File: config.mk
export PLATFORM = sky130hd
export DESIGN_NAME = murmur3_32_stream_hasher_flat
export DESIGN_NICKNAME = d
export VERILOG_FILES = /design/src/hw/rtl/mm3_pkg.sv /design/src/hw/rtl/mm3_if.sv /design/src/hw/rtl/mm3_dpath.sv /design/src/hw/rtl/mm3_ctrl.sv /design/src/hw/rtl/murmur3_32_stream_hasher.sv /design/src/flat_wrapper.sv
export SDC_FILE = /design/constraint.sdc
export NUM_CORES = 2
export LEC_CHECK = 0
export ABC_AREA = 1
export BUFFER_PORTS_ARGS = -buffer_cell sky130_fd_sc_hd__buf_2
export CAP_MARGIN = 20
export CORE_ASPECT_RATIO = 1.5
export CORE_MARGIN = 4
export CORE_UTILIZATION = 45
export DETAILED_ROUTE_END_ITERATION = 10
export PLACE_DENSITY_LB_ADDON = 0.05
export SYNTH_ARGS = -nofsm -noshare
export SYNTH_HDL_FRONTEND = slang
export SYNTH_HIERARCHICAL = 1
export SYNTH_SLANG_ARGS = --single-unit
File: constraint.sdc
create_clock -name clk -period 10.4 [get_ports clk]
set_input_delay 2.08 -clock clk [delete_from_list [all_inputs] [get_ports clk]]
set_output_delay 2.08 -clock clk [all_outputs]
set_load 0.005 [all_outputs]
File: src/hw/rtl/mm3_pkg.sv
// Shared types and constants for the MurmurHash3 x86_32 stream hasher.
package mm3_pkg;

  localparam logic [31:0] MH_C1  = 32'hcc9e2d51;
  localparam logic [31:0] MH_C2  = 32'h1b873593;
  localparam logic [31:0] MH_ADD = 32'he6546b64;
  localparam logic [31:0] MH_F1  = 32'h85ebca6b;
  localparam logic [31:0] MH_F2  = 32'hc2b2ae35;

  localparam logic [1:0] REQ_APPEND  = 2'd0;
  localparam logic [1:0] REQ_QUERY   = 2'd1;
  localparam logic [1:0] REQ_RESTART = 2'd2;

  typedef enum logic [3:0] {
    OP_NONE,
    OP_APPEND_SHORT,
    OP_LOAD_BLOCK,
    OP_LOAD_TAIL,
    OP_RESTART,
    OP_MUL_C1,
    OP_MUL_C2,
    OP_MIX,
    OP_FOLD,
    OP_MUL_F1,
    OP_MUL_F2,
    OP_EMIT
  } mm3_op_t;

  typedef struct packed {
    mm3_op_t op;
  } mm3_cmd_t;

  typedef struct packed {
    logic tail_full;
  } mm3_stat_t;

endpackage

File: src/hw/rtl/mm3_if.sv
// Valid/ready channel interfaces for requests, digests and seed writes.
interface mm3_req_if;
  logic       valid;
  logic       ready;
  logic [1:0] req_type;
  logic [7:0] data_byte;
  modport source (output valid, output req_type, output data_byte, input ready);
  modport sink (input valid, input req_type, input data_byte, output ready);
endinterface

interface mm3_dig_if;
  logic        valid;
  logic        ready;
  logic [31:0] digest;
  modport source (output valid, output digest, input ready);
  modport sink (input valid, input digest, output ready);
endinterface

interface mm3_cfg_if;
  logic        valid;
  logic        ready;
  logic [31:0] seed;
  modport source (output valid, output seed, input ready);
  modport sink (input valid, input seed, output ready);
endinterface

File: src/hw/rtl/mm3_dpath.sv
// Datapath of the hasher: hash state, shared multiplier and digest register.
module mm3_dpath
  import mm3_pkg::*;
(
  input  logic        clk,
  input  logic        rst_n,
  input  mm3_cmd_t    cmd,
  input  logic [7:0]  data_byte,
  input  logic        cfg_we,
  input  logic [31:0] cfg_seed,
  output logic [31:0] digest,
  output mm3_stat_t   stat
);

  logic [31:0] seed_r;
  logic [31:0] hash_r, hash_nxt;
  logic [23:0] tail_r, tail_nxt;
  logic [1:0]  count_r, count_nxt;
  logic [31:0] total_r, total_nxt;
  logic [31:0] acc_r, acc_nxt;
  logic [31:0] digest_r, digest_nxt;

  logic [31:0] mul_a, mul_k, prod;
  logic [31:0] mix_x, mix_r, fold_x;

  always_comb begin
    case (cmd.op)
      OP_MUL_C1: begin
        mul_a = acc_r;
        mul_k = MH_C1;
      end
      OP_MUL_C2: begin
        mul_a = {acc_r[16:0], acc_r[31:17]};
        mul_k = MH_C2;
      end
      OP_MUL_F1: begin
        mul_a = acc_r;
        mul_k = MH_F1;
      end
      OP_MUL_F2: begin
        mul_a = acc_r ^ (acc_r >> 13);
        mul_k = MH_F2;
      end
      default: begin
        mul_a = acc_r;
        mul_k = 32'd0;
      end
    endcase
  end

  assign prod   = mul_a * mul_k;
  assign mix_x  = hash_r ^ acc_r;
  assign mix_r  = {mix_x[18:0], mix_x[31:19]};
  assign fold_x = hash_r ^ acc_r ^ total_r;

  always_comb begin
    hash_nxt   = hash_r;
    tail_nxt   = tail_r;
    count_nxt  = count_r;
    total_nxt  = total_r;
    acc_nxt    = acc_r;
    digest_nxt = digest_r;
    case (cmd.op)
      OP_APPEND_SHORT: begin
        case (count_r)
          2'd0:    tail_nxt[7:0]   = data_byte;
          2'd1:    tail_nxt[15:8]  = data_byte;
          default: tail_nxt[23:16] = data_byte;
        endcase
        count_nxt = count_r + 2'd1;
        total_nxt = total_r + 32'd1;
      end
      OP_LOAD_BLOCK: begin
        acc_nxt   = {data_byte, tail_r};
        tail_nxt  = 24'd0;
        count_nxt = 2'd0;
        total_nxt = total_r + 32'd1;
      end
      OP_LOAD_TAIL: acc_nxt = {8'd0, tail_r};
      OP_RESTART: begin
        hash_nxt  = seed_r;
        tail_nxt  = 24'd0;
        count_nxt = 2'd0;
        total_nxt = 32'd0;
      end
      OP_MUL_C1, OP_MUL_C2, OP_MUL_F1, OP_MUL_F2: acc_nxt = prod;
      OP_MIX:  hash_nxt = (mix_r << 2) + mix_r + MH_ADD;
      OP_FOLD: acc_nxt = fold_x ^ (fold_x >> 16);
      OP_EMIT: digest_nxt = acc_r ^ (acc_r >> 16);
      default: ;
    endcase
  end

  always_ff @(posedge clk) begin
    if (!rst_n) begin
      seed_r  <= 32'd0;
      hash_r  <= 32'd0;
      tail_r  <= 24'd0;
      count_r <= 2'd0;
      total_r <= 32'd0;
    end else begin
      if (cfg_we) begin
        seed_r <= cfg_seed;
      end
      hash_r  <= hash_nxt;
      tail_r  <= tail_nxt;
      count_r <= count_nxt;
      total_r <= total_nxt;
    end
  end

  always_ff @(posedge clk) begin
    acc_r    <= acc_nxt;
    digest_r <= digest_nxt;
  end

  assign digest         = digest_r;
  assign stat.tail_full = (count_r == 2'd3);

endmodule

File: src/hw/rtl/mm3_ctrl.sv
// Controller state machine that sequences block mixing and digest finalization.
module mm3_ctrl
  import mm3_pkg::*;
(
  input  logic       clk,
  input  logic       rst_n,
  input  logic       in_valid,
  input  logic [1:0] in_req_type,
  output logic       in_ready,
  output logic       out_valid,
  input  logic       out_ready,
  input  mm3_stat_t  stat,
  output mm3_cmd_t   cmd
);

  typedef enum logic [2:0] {
    S_IDLE,
    S_MUL_C1,
    S_MUL_C2,
    S_MIX,
    S_FOLD,
    S_MUL_F1,
    S_MUL_F2,
    S_EMIT
  } state_t;

  state_t state_r, state_nxt;
  logic   query_r, query_nxt;
  logic   out_valid_r, out_valid_nxt;
  logic   in_fire;

  assign in_ready = (state_r == S_IDLE);
  assign in_fire  = in_valid && in_ready;

  always_comb begin
    state_nxt     = state_r;
    query_nxt     = query_r;
    out_valid_nxt = out_valid_r && !out_ready;
    cmd.op        = OP_NONE;
    case (state_r)
      S_IDLE: begin
        if (in_valid) begin
          case (in_req_type)
            REQ_APPEND: begin
              if (stat.tail_full) begin
                cmd.op    = OP_LOAD_BLOCK;
                query_nxt = 1'b0;
                state_nxt = S_MUL_C1;
              end else begin
                cmd.op = OP_APPEND_SHORT;
              end
            end
            REQ_QUERY: begin
              cmd.op    = OP_LOAD_TAIL;
              query_nxt = 1'b1;
              state_nxt = S_MUL_C1;
            end
            REQ_RESTART: cmd.op = OP_RESTART;
            default: ;
          endcase
        end
      end
      S_MUL_C1: begin
        cmd.op    = OP_MUL_C1;
        state_nxt = S_MUL_C2;
      end
      S_MUL_C2: begin
        cmd.op    = OP_MUL_C2;
        state_nxt = query_r ? S_FOLD : S_MIX;
      end
      S_MIX: begin
        cmd.op    = OP_MIX;
        state_nxt = S_IDLE;
      end
      S_FOLD: begin
        cmd.op    = OP_FOLD;
        state_nxt = S_MUL_F1;
      end
      S_MUL_F1: begin
        cmd.op    = OP_MUL_F1;
        state_nxt = S_MUL_F2;
      end
      S_MUL_F2: begin
        cmd.op    = OP_MUL_F2;
        state_nxt = S_EMIT;
      end
      S_EMIT: begin
        if (!out_valid_r || out_ready) begin
          cmd.op        = OP_EMIT;
          out_valid_nxt = 1'b1;
          state_nxt     = S_IDLE;
        end
      end
      default: state_nxt = S_IDLE;
    endcase
  end

  always_ff @(posedge clk) begin
    if (!rst_n) begin
      state_r     <= S_IDLE;
      query_r     <= 1'b0;
      out_valid_r <= 1'b0;
    end else begin
      state_r     <= state_nxt;
      query_r     <= query_nxt;
      out_valid_r <= out_valid_nxt;
    end
  end

  assign out_valid = out_valid_r;

`ifndef SYNTHESIS
  a_query_starts: assert property (@(posedge clk) disable iff (!rst_n)
    in_fire && (in_req_type == REQ_QUERY) |=> (state_r == S_MUL_C1) && query_r)
    else $error("Accepted query did not start the scramble sequence.");

  a_block_starts: assert property (@(posedge clk) disable iff (!rst_n)
    in_fire && (in_req_type == REQ_APPEND) && stat.tail_full
      |=> (state_r == S_MUL_C1) && !query_r)
    else $error("Full-block append did not start the mixing sequence.");

  a_mix_returns: assert property (@(posedge clk) disable iff (!rst_n)
    (state_r == S_MIX) |=> (state_r == S_IDLE))
    else $error("Hash update did not return to idle.");

  a_emit_valid: assert property (@(posedge clk) disable iff (!rst_n)
    (state_r == S_EMIT) && (!out_valid_r || out_ready) |=> out_valid_r)
    else $error("Digest emission did not raise the output valid.");
`endif

endmodule

File: src/hw/rtl/murmur3_32_stream_hasher.sv
// Top level of the MurmurHash3 x86_32 stream hasher.
// An append of the first three bytes of a block, or a restart, is done on acceptance;
// an append that completes a block then runs MUL_C1, MUL_C2 (shared multiplier) and MIX.
// Query, 7 steps: load, MUL_C1, MUL_C2, FOLD, MUL_F1, MUL_F2, EMIT raising digest valid.
// No new item is taken before the last is through; a query is held while a digest waits.
// Synchronous active-low reset clears the hash, tail, count and seed to zero.
module murmur3_32_stream_hasher
  import mm3_pkg::*;
(
  input logic       clk,
  input logic       rst_n,
  mm3_req_if.sink   in_ch,
  mm3_dig_if.source out_ch,
  mm3_cfg_if.sink   cfg_ch
);

  mm3_cmd_t  cmd;
  mm3_stat_t stat;

  assign cfg_ch.ready = 1'b1;

  mm3_ctrl u_ctrl (
    .clk         (clk),
    .rst_n       (rst_n),
    .in_valid    (in_ch.valid),
    .in_req_type (in_ch.req_type),
    .in_ready    (in_ch.ready),
    .out_valid   (out_ch.valid),
    .out_ready   (out_ch.ready),
    .stat        (stat),
    .cmd         (cmd)
  );

  mm3_dpath u_dpath (
    .clk       (clk),
    .rst_n     (rst_n),
    .cmd       (cmd),
    .data_byte (in_ch.data_byte),
    .cfg_we    (cfg_ch.valid),
    .cfg_seed  (cfg_ch.seed),
    .digest    (out_ch.digest),
    .stat      (stat)
  );

endmodule

File: src/flat_wrapper.sv
// flat-port wrapper written by rule: the top's interface ports become plain ports
module murmur3_32_stream_hasher_flat import mm3_pkg::*;
  (clk, rst_n, in_ch_valid, in_ch_req_type, in_ch_data_byte, in_ch_ready, out_ch_valid, out_ch_digest, out_ch_ready, cfg_ch_valid, cfg_ch_seed, cfg_ch_ready);
  mm3_req_if in_ch_i ();
  mm3_dig_if out_ch_i ();
  mm3_cfg_if cfg_ch_i ();
  input logic clk;
  input logic rst_n;
  input wire logic [$bits(in_ch_i.valid)-1:0] in_ch_valid;
  input wire logic [$bits(in_ch_i.req_type)-1:0] in_ch_req_type;
  input wire logic [$bits(in_ch_i.data_byte)-1:0] in_ch_data_byte;
  output wire logic [$bits(in_ch_i.ready)-1:0] in_ch_ready;
  output wire logic [$bits(out_ch_i.valid)-1:0] out_ch_valid;
  output wire logic [$bits(out_ch_i.digest)-1:0] out_ch_digest;
  input wire logic [$bits(out_ch_i.ready)-1:0] out_ch_ready;
  input wire logic [$bits(cfg_ch_i.valid)-1:0] cfg_ch_valid;
  input wire logic [$bits(cfg_ch_i.seed)-1:0] cfg_ch_seed;
  output wire logic [$bits(cfg_ch_i.ready)-1:0] cfg_ch_ready;
  assign in_ch_i.valid = in_ch_valid;
  assign in_ch_i.req_type = in_ch_req_type;
  assign in_ch_i.data_byte = in_ch_data_byte;
  assign in_ch_ready = in_ch_i.ready;
  assign out_ch_valid = out_ch_i.valid;
  assign out_ch_digest = out_ch_i.digest;
  assign out_ch_i.ready = out_ch_ready;
  assign cfg_ch_i.valid = cfg_ch_valid;
  assign cfg_ch_i.seed = cfg_ch_seed;
  assign cfg_ch_ready = cfg_ch_i.ready;
  murmur3_32_stream_hasher u_core (.clk(clk), .rst_n(rst_n), .in_ch(in_ch_i), .out_ch(out_ch_i), .cfg_ch(cfg_ch_i));
endmodule
# Word-level counts from Yosys, hierarchy flattened
# Index checks and enable logic that the tools add are counted.
# Widths: inputs -> output; s select.
[word_totals]
regBits = 191
word_cells = 98
out_inout_bits = 35
[op_classes]
eq_ne = 30
n_reduce_logical = 21
mux = 25
n_mul = 1
bitwise = 5
addsub = 4
[ops]
columns = ["operator", "n"]
rows = [
  ["$pmux 32 s4", 2],
  ["$pmux 32 s2", 3],
  ["$xor 32x16->32", 2],
  ["$xor 32x32->32", 2],
  ["$pmux 24 s2", 1],
  ["$add 32x1->32 const B", 1],
  ["$add 32x32->32", 1],
  ["$add 32x32->32 const B", 1],
  ["$mul 32x32->32", 1],
  ["$pmux 4 s8", 1],
  ["$xor 32x19->32", 1],
  ["$mux 8", 3],
  ["$pmux 3 s8", 1],
  ["$eq 4x3->1 const B", 4],
  ["$eq 4x4->1 const B", 4],
  ["$mux 3", 5],
  ["$eq 3x3->1 const B", 4],
  ["$ne 2x2->1 const B", 5],
  ["$pmux 3 s3", 1],
  ["$eq 4x2->1 const B", 2],
  ["$reduce_and 4->1", 2],
  ["$reduce_bool 2->1", 4],
  ["$eq 3x2->1 const B", 2],
  ["$pmux 3 s2", 1],
  ["22 further kinds", 32],
]

# Longest topological paths before layout
[logic_depth]
ltp_word = 9
depth_mapped = 55
depth_no_buf = 53

# Cells and area by module
# The synthesis kept the hierarchy.
[by_module_without_submodules]
columns = ["module", "n_inst", "area_per_inst_um2", "cells_each"]
rows = [
  ["mm3_dpath", 1, 25922.4, 3269],
  ["mm3_ctrl", 1, 347.8, 55],
  ["murmur3_32_stream_hasher", 1, 11.3, 2],
]

# Worst setup path after synthesis
# OpenSTA, ideal clock, no wires.
[synth_path]
path_type = "input to register"
startpoint = "input in_ch_req_type[1]"
endpoint = "register u_core.u_dpath.acc_r[28] (data pin)"
setup_slack_ns = 0.799
arrival_ns = 9.323
n_path_buf = 2
path_stages = 37
setup_ns = 0.278
cell_sequence = "inv_1 > nor2_1 > nand2_1 > a31oi_1 > inv_2 > nor2_2 > nand2_1 > buf_2 > nand2_1 > clkbuf_1 > nor2_1 > nor2_1 > fa_1 > inv_1 > fa_1 > fa_1 > fa_1 > inv_1 > fa_1 > inv_1 > fa_1 > inv_1 > fa_1 > fa_1 > ha_1 > nand2_1 > nor2_1 > inv_1 > nor3_1 > nand3_1 > nand3_1 > a31o_2 > nand2_1 > nand2_1 > nand2_1 > nand3_1 > o221ai_1"
[synth_lines]
columns = ["item", "line_no", "rtl"]
rows = [
  ["start: declaration", "flat_wrapper.sv:10", "input wire logic [$bits(in_ch_i.req_type)-1:0] in_ch_req_type;"],
  ["end signal: assignment", "mm3_dpath.sv:113", "acc_r <= acc_nxt;"],
  ["end: declaration", "mm3_dpath.sv:20", "logic [31:0] acc_r, acc_nxt;"],
]

==> flow_summary.ini <==
[drt]
drtIter0Drc = 1714
finalWirelength_microns = 118000
via_per_inst = 5.33
routed-via-count = 23900
wl_per_cell_microns = 26.3
drtAntennaViolNets = 0
drc = 0
firstDrtPassIters = 6

[logic_synthesis]
synth_area_leaders = fa_1 30%, inv_1 11%, dfxtp_1 9.7%, ha_1 9.4%, nand2_1 9.0%
async_flop_share = 0
synth_seq_area_share = 0.170
synth_edf_count = 64
post-synth-top-area-cell = fa_1
synth_top_family_by_area = adder cells
syn-instance-count = 3326
synth_cell_types = 58
synth_xor_area_frac = 0.0420
synthAdderAreaFrac = 0.393
synth.avg_cell_area_sq_um = 7.90
syn_nets = 3963
ys_seq_elements = 191
synth_area_sq_um = 26300
synth-main-ff-cell = dfxtp_1
yosysWarningCount = 6
synth-compound-area-share = 0.0936
yosys.area_share.simple = 0.174
synth.top_cell.area_share = 0.299
synth_mux_area_frac = 0

[pwr]
total_power_w = 0.00827
power_density_nw_per_um2 = 268
p_leak_nw = 16.3
ir_drop_v = 0.000279

[cts]
cts_buffer_depth = 2
cts_root_buffer = clkbuf_16
postCtsSetupRepairBufs = 0
clk_latency_ns = 0.46
cts.clk_slew.worst_paths_ns = 0.08
clkSinkCount = 191
cts-hold-fix-buffers = 0
cts-resized-gates = 0
htree_levels = 4
tritoncts = yes
cts_buffers = 17

[floorplanning]
rows = 108
die_area_sq_um = 62400
core_sq_um = 57800
fp.dieW_microns = 205
initial_core_util = 0.454
io_pins = 82
die_h_microns = 304

[placed_design]
io_buffers = 80
dp_slack_ns = -0.426
place_congestion = 1.11
dpl.hpwl_microns = 103000
placed_cells = 4457
placed_area_sq_um = 30100

[flow_run]
drv_cap = 0

[cells_and_area]
syn2layout_area_growth_pct = 17.4
final_cells = 4494
final_cell_mix = 785 x inv_1, 628 x nand2_1, 391 x fa_1, 359 x buf_4, 242 x nor2_1
fin_nets = 4345
final_util = 0.533
drive_above_1_share = 0.156
design_area_sq_um = 30800
layout_commonest_cell = inv_1

[sta]
worstMarginPinSlew_ns = 0.977
fmax_mhz = 98.7
rsz0062_at_grt = no
fin_ws_ns = 0.273
period_minus_slack_ns = 10.13
fin_crit_sh = 0.974
finClkSkew_ns = 0.0129
final_hold_viol_count = 0
setup_viol_count_final = 0
relSlewSlack = 0.344
final_max_slew_viol_count = 0

[global_routing]
antenna_found_initial = 5
grt_pass1_wl_microns = 170000
grt_max_degree = 53
grt_pass1_vias = 25700
track_usage = 0.383
grt_overflow = 0

[critical_path]
worst_ep_arrival_time_ns = 10.33
worstSetupEndpointType = flip-flop
cp-start-kind = primary input
crit_required_ns = 10.60
critical_path.max_stage_delay_ns = 0.69
path_class = in2reg
path_common_cell = fa_1
worst_path_max_delay_cell = fa_1
crit_path_max_fanout = 15

[run_status]
outcome = completed

[worst_hold_path]
hold_path.class = reg2reg
-- sequential cells by signal, indices dropped and copies added, names as in the netlist --
name and count:
u_core/u_dpath/acc_r 32, u_core/u_dpath/digest 32, u_core/u_dpath/hash_r 32, u_core/u_dpath/seed_r 32, u_core/u_dpath/total_r 32, u_core/u_dpath/tail_r 24, u_core/u_ctrl/state_r 3, u_core/u_dpath/count_r 2
u_core/u_ctrl/out_valid 1, u_core/u_ctrl/query_r 1
-- power breakdown --
part	total (W)	switching [W]	internal, W	leakage, nW
Combinational	0.00647	0.00397	0.00250	14.4
Sequential	0.00113	0.000217	0.000910	1.63
Clock	0.000672	0.000347	0.000325	0.291
Total	0.00827	0.00454	0.00374	16.3
-- final timing paths --
check,start,endpoint,slack [ns],depth (start not counted)
worst max-delay path,out_ch_ready,u_core/u_dpath/acc_r[30]$_DFFE_PP_,0.27,38
worst min-delay path,u_core/u_dpath/seed_r[15]$_SDFFE_PN0P_,u_core/u_dpath/seed_r[15]$_SDFFE_PN0P_,0.46,2
worst max register to register,u_core/u_ctrl/state_r[1]$_SDFFE_PN0P_,u_core/u_dpath/acc_r[30]$_DFFE_PP_,1.51,38
worst min register to register,u_core/u_dpath/seed_r[15]$_SDFFE_PN0P_,u_core/u_dpath/seed_r[15]$_SDFFE_PN0P_,0.46,2
-- per-stage QoR --
| step | setup TNS [ns] | hold slack [ns] |
|---|---|---|
| finish | 0 | 0.458 |
| global route | 0 | 0.477 |
| CTS | 0 | 0.457 |
| detailed placement | -1.23 | 0.445 |
| global placement | -1.20 | 0.440 |
| floorplan | 0 | 0.421 |
-- critical path, delay by kind of cell --
kind,cells,cell delay [ns]
adders and majority gates,9,4.60
and+or+nand+nor,17,2.21
AOI/OAI and AO/OA,2,0.24
buffers and inverters,10,1.18
-- Yosys cell counts, drive strengths merged, types with 2 or more instances --
library cell / count
clkinv: 3
buf: 21
o21bai: 14
nand3b: 4
a221oi: 3
a221o: 2
inv: 797
o31ai: 2
o221ai: 13
fa: 392
nand4: 7
ha: 198
o2111ai: 2
o21ai: 167
a211oi: 2
a31o: 2
clkbuf: 65
o211ai: 16
o22ai: 3
nor2: 264
or2: 24
nand3: 107
nor3: 29
a21oi: 191
nand2: 644
a21o: 6
o21a: 5
dfxtp: 127
edfxtp: 64
a21boi: 2
xnor2: 41
nor4: 9
a31oi: 10
xor2: 85
-- cells by family after synthesis --
group / count (synthesis)
compound gates: 440
fa+ha+maj: 590
simple gates: 1092
other cells: 1
flops: 191
buf+inv: 886
xor+xnor: 126
-- layout make-up --
cell class / instances / area (sq um)
Timing Repair Buffer: 449 / 3270
Inverter: 800 / 3010
Fill cell: 5786 / 27000
Multi-Input combinational cell: 2249 / 18500
Sequential cell: 191 / 4460
Tap cell: 770 / 963
Clock buffer: 17 / 425
Antenna cell: 3 / 7.51
Clock inverter: 15 / 170
-- routing by layer --
metal / up-vias / track usage / wire length [microns]
li1: 10900 / - / -
met1: 11600 / 0.364 / 36400
met2: 939 / 0.660 / 58600
met3: 491 / 0.0644 / 6350
met4: 2 / 0.404 / 16900
met5: - / 0 / 10
Note: power is estimated with default switching activity, not from simulation.
